===== config.mk =====
export PLATFORM = sky130hd
export DESIGN_NAME = cistk_topk
export DESIGN_NICKNAME = d
export VERILOG_FILES = /design/src/cistk_pkg.sv /design/src/cistk_topk.sv
export SDC_FILE = /design/constraint.sdc
export NUM_CORES = 1
export LEC_CHECK = 0
export BUFFER_PORTS_ARGS = -buffer_cell sky130_fd_sc_hd__clkbuf_2
export CAP_MARGIN = 20
export CORE_MARGIN = 8
export CORE_UTILIZATION = 55
export CTS_BUF_LIST = sky130_fd_sc_hd__clkbuf_4 sky130_fd_sc_hd__clkbuf_8 sky130_fd_sc_hd__clkbuf_16
export DETAILED_ROUTE_END_ITERATION = 7
export PLACE_DENSITY = 0.73
export SETUP_SLACK_MARGIN = 0.15
export SLEW_MARGIN = 20
export SYNTH_ARGS = -nofsm -noshare
export SYNTH_HDL_FRONTEND = slang
export SYNTH_SLANG_ARGS = --single-unit

===== constraint.sdc =====
create_clock -name clk_i -period 3.7 [get_ports clk_i]
set_input_delay 0.74 -clock clk_i [delete_from_list [all_inputs] [get_ports clk_i]]
set_output_delay 0.74 -clock clk_i [all_outputs]
set_load 0.02 [all_outputs]

===== src/cistk_pkg.sv =====
// ----------------------------------------------------------------------------
// CAN identifier statistics package
// Shared widths, default parameters, command codes and the control bundle
// of the top-K ranking list.
// ----------------------------------------------------------------------------
package cistk_pkg;

  localparam int unsigned ID_BITS_DEF = 11;
  localparam int unsigned TOP_K_DEF   = 5;

  localparam int unsigned MODE_W   = 2;
  localparam int unsigned RAW_ID_W = 32;
  localparam int unsigned DLC_W    = 4;
  localparam int unsigned TIME_W   = 32;
  localparam int unsigned RID_W    = 11;
  localparam int unsigned COUNT_W  = 32;
  localparam int unsigned DSUM_W   = 36;
  localparam int unsigned TOTAL_W  = 48;
  localparam int unsigned ENTRY_W  = COUNT_W + DSUM_W;

  typedef enum logic [MODE_W-1:0] {
    MODE_FRAME  = 2'd0,
    MODE_REPORT = 2'd1,
    MODE_CLEAR  = 2'd2
  } mode_e;

  localparam logic KIND_HEADER = 1'b0;
  localparam logic KIND_ENTRY  = 1'b1;

  typedef struct packed {
    logic clr;
    logic ins;
    logic pop;
  } topk_ctrl_t;

endpackage


===== src/cistk_topk.sv =====
// ----------------------------------------------------------------------------
// Top-K ranking list
// Keeps the largest counts seen during a table scan in descending order,
// lower identifiers first on equal counts, and shifts them out one by one.
// ----------------------------------------------------------------------------
module cistk_topk #(
  parameter int unsigned ID_BITS = cistk_pkg::ID_BITS_DEF,
  parameter int unsigned TOP_K   = cistk_pkg::TOP_K_DEF
) (
  input  logic                           clk_i,
  input  logic                           rst_ni,
  input  cistk_pkg::topk_ctrl_t          ctrl_i,
  input  logic [ID_BITS-1:0]             ins_id_i,
  input  logic [cistk_pkg::COUNT_W-1:0]  ins_cnt_i,
  input  logic [cistk_pkg::DSUM_W-1:0]   ins_dsum_i,
  output logic [ID_BITS-1:0]             head_id_o,
  output logic [cistk_pkg::COUNT_W-1:0]  head_cnt_o,
  output logic [cistk_pkg::DSUM_W-1:0]   head_dsum_o,
  output logic                           head_nz_o,
  output logic                           next_nz_o
);
  import cistk_pkg::*;

  logic [ID_BITS-1:0] id_q   [TOP_K];
  logic [COUNT_W-1:0] cnt_q  [TOP_K];
  logic [DSUM_W-1:0]  dsum_q [TOP_K];
  logic [TOP_K-1:0]   gt;

  for (genvar j = 0; j < TOP_K; j++) begin : g_slot
    assign gt[j] = ins_cnt_i > cnt_q[j];

    always_ff @(posedge clk_i or negedge rst_ni) begin
      if (!rst_ni) begin
        id_q[j]   <= '0;
        cnt_q[j]  <= '0;
        dsum_q[j] <= '0;
      end else if (ctrl_i.clr) begin
        id_q[j]   <= '0;
        cnt_q[j]  <= '0;
        dsum_q[j] <= '0;
      end else if (ctrl_i.pop) begin
        if (j + 1 < TOP_K) begin
          id_q[j]   <= id_q[(j + 1) % TOP_K];
          cnt_q[j]  <= cnt_q[(j + 1) % TOP_K];
          dsum_q[j] <= dsum_q[(j + 1) % TOP_K];
        end else begin
          id_q[j]   <= '0;
          cnt_q[j]  <= '0;
          dsum_q[j] <= '0;
        end
      end else if (ctrl_i.ins) begin
        if (j > 0 && gt[(j + TOP_K - 1) % TOP_K]) begin
          id_q[j]   <= id_q[(j + TOP_K - 1) % TOP_K];
          cnt_q[j]  <= cnt_q[(j + TOP_K - 1) % TOP_K];
          dsum_q[j] <= dsum_q[(j + TOP_K - 1) % TOP_K];
        end else if (gt[j]) begin
          id_q[j]   <= ins_id_i;
          cnt_q[j]  <= ins_cnt_i;
          dsum_q[j] <= ins_dsum_i;
        end
      end
    end
  end

  assign head_id_o   = id_q[0];
  assign head_cnt_o  = cnt_q[0];
  assign head_dsum_o = dsum_q[0];
  assign head_nz_o   = |cnt_q[0];

  if (TOP_K > 1) begin : g_next
    assign next_nz_o = |cnt_q[1 % TOP_K];
  end else begin : g_no_next
    assign next_nz_o = 1'b0;
  end

endmodule


==> out/metrics.yaml <==
antenna_found_initial: 2
initial_core_util: 0.556
avgSynthCellArea_um2: 8.88
synth_top_cell_by_area: "dfrtp_1"
crit_fanout: 50
gr-total-overflow: 0
nNetsFinal: 3267
grt_usage: 0.284
drtPass1Iterations: 6
critPathKind: "reg2reg"
synth_cell_types: 56
viasPerCell: 6.44
slowest_stage: "or3_1"
drt_wl_total_mm: 82.1
hold_ws_ns: 0.233
finalCritPeriodShare: 0.933
synth-edff-count: 0
cts.sinks: 395
cts_tree: "yes"
slew-limit-headroom: 0.234
finalPower_w: 0.0139
synthFlopType: "dfrtp_1"
final_antenna_net_count: 0
nFillCells: 3910
clockBufferDepth: 3
wl_per_cell_um: 22.3
synth_seq_cells: 395
rows: 80
drt-initial-drc-count: 2579
crit_chain: "inv_1, ha_1, nand4_1, or2_1, or3_1, nor3_2, o31ai_4, buf_12, a31oi_4, buf_8, a21oi_1"
syn_to_final_growth_pct: 12.4
io_buffers: 164
drive_above_1_share: 0.172
clk_pin_slew_worst_paths_ns: 0.06
synthTopCellsByCount: "dfrtp_1, a21oi_1, nand2_1"
clk-insertion-delay-late_ns: 0.59
slew_violations: 0
synthMostInstantiatedCell: "dfrtp_1"
cap_violations: 0
syn_inst: 2991
cts_buffers: 46
cp_slowest_stage_delay_ns: 0.46
async_reset_ff_frac: 1.00
fin_crit_ns: 3.45
cp_num_buf_inv: 3
clock.fmax_mhz: 290
cts-root-buf: "clkbuf_16"
die_y_um: 236
worstPathRequired_ns: 4.15
power_leakage_nw: 13.4
via_count: 23700
synth_top_area_frac: 0.372
core_area_um2: 47700
ios: 165
multi_input_area_um2: 14300
rsz0062_at_grt: "yes"
worst_setup_path_end_kind: "register"
vdd.ir_drop.worst_mv: 0.353
cp_top_family: "simple AND/OR/NAND/NOR gates"
synth_area_leaders: "dfrtp_1, mux2i_1, ha_1"
h-tree-depth: 2
place_congestion: 0.941
finClkSkew_ns: 0.0175
p_per_area_nw_per_um2: 467
critPathLaunchType: "register"
outcome: "finished clean"
grt_first_pass_wirelength_mm: 130
synth_nets: 3235
yosysSeqAreaShare: 0.372
worstMarginPinSlew_ns: 1.15
netlist_area_um2: 26600
hp-class: "in2async"
cp_data_arrival_time_ns: 3.90
hold_viol_final: 0
grt_max_degree: 196
dieWidth_um: 236
finalSetupViolCount: 0
remaining_drc_errors: 0
place_hpwl_mm: 54.2
grt_pass1_vias: 23400
synth_warnings: 0
die-area_um2: 55600
final-seq-area_um2: 9880
## cell families after synthesis
logic type,synth area share
flip-flops,0.372
buffers and inverters,0.0923
multiplexers,0.137
AO/OA/AOI/OAI,0.211
adder cells (fa/ha/maj),0.0754
AND/OR/NAND/NOR,0.112
## area by class of cell
type,count,area share
antenna,1,0.0000838
clock buffer,68,0.0464
clock inverter,13,0.00490
inverter,211,0.0265
multi-input combinational,2066,0.480
sequential,395,0.331
tap,615,0.0258
timing repair buffer,303,0.0848
## per-layer routing
metal,part of all wire,track usage,up-vias
met1,0.42,0.379,11600
met3,0.077,0.0478,209
met2,0.47,0.457,1107
li1,-,-,10700
met4,0.034,0.111,2
met5,0.000098,0,-
## final timing paths
path                                        from                          to  slack (ns)  cells after the start
max                        cnt_q[95]$_DFFE_PN0P_      dsum_q[39]$_DFFE_PN0P_        0.25                     11
min                                       rst_ni  head_cnt_o[22]$_DFFE_PN0P_        0.23                      1
min in group clk_i         cnt_q[77]$_DFFE_PN0P_       cnt_q[77]$_DFFE_PN0P_        0.51                      2
max reg2reg                cnt_q[95]$_DFFE_PN0P_      dsum_q[39]$_DFFE_PN0P_        0.25                     11
max in group asynchronous                 rst_ni       cnt_q[77]$_DFFE_PN0P_        2.54                      2
min reg2reg                cnt_q[77]$_DFFE_PN0P_       cnt_q[77]$_DFFE_PN0P_        0.51                      2
## metrics by stage
| stage | util | worst slack [ns] | area, um2 | instances | setup TNS, ns |
|---|---|---|---|---|---|
| after floorplan | - | 0.507 | 26600 | 2991 | 0 |
| after global placement | 0.592 | -0.317 | 28300 | 3588 | -31.57 |
| after detailed placement | 0.592 | -0.433 | 28300 | 3588 | -48.71 |
| after CTS | 0.624 | 0.152 | 29800 | 3669 | 0 |
| after global routing | 0.625 | 0.138 | 29800 | 3672 | 0 |
| final | 0.625 | 0.247 | 29800 | 3672 | 0 |
## cell usage in the layout (no fill, tap or decap), drive strengths merged, types with 84 or more instances in the layout
cell / netlist / layout
dfrtp: 395 / 395
inv: 211 / 212
o31ai: 178 / 178
buf: 183 / 141
nor2: 204 / 204
a21oi: 313 / 313
nand3: 126 / 126
a221o: 84 / 84
o21ai: 175 / 175
mux2: 126 / 126
mux2i: 223 / 223
nand2: 272 / 272
clkbuf: 136 / 230
a211oi: 86 / 86
ha: 160 / 160
## sequential cells by signal, indices dropped and copies added, names as in the netlist
name         count
head_id_o       11
dsum_q         144
cnt_q          128
head_dsum_o     36
head_cnt_o      32
id_q            44
## where the power goes
group / switching [W] / internal [W] / total [W] / leakage (nW)
registers: 0.000418 / 0.00477 / 0.00519 / 5.25
clock network: 0.00194 / 0.00273 / 0.00467 / 0.769
logic: 0.00241 / 0.00165 / 0.00406 / 7.41
## repair_timing
item / 4_1_cts / 5_1_grt
hold buffers: 0 / 0
setup endpoints to repair: 0 / 112
resized for setup: 0 / 8
buffers inserted: 0 / 1
Power figures use the tool's default switching activity.
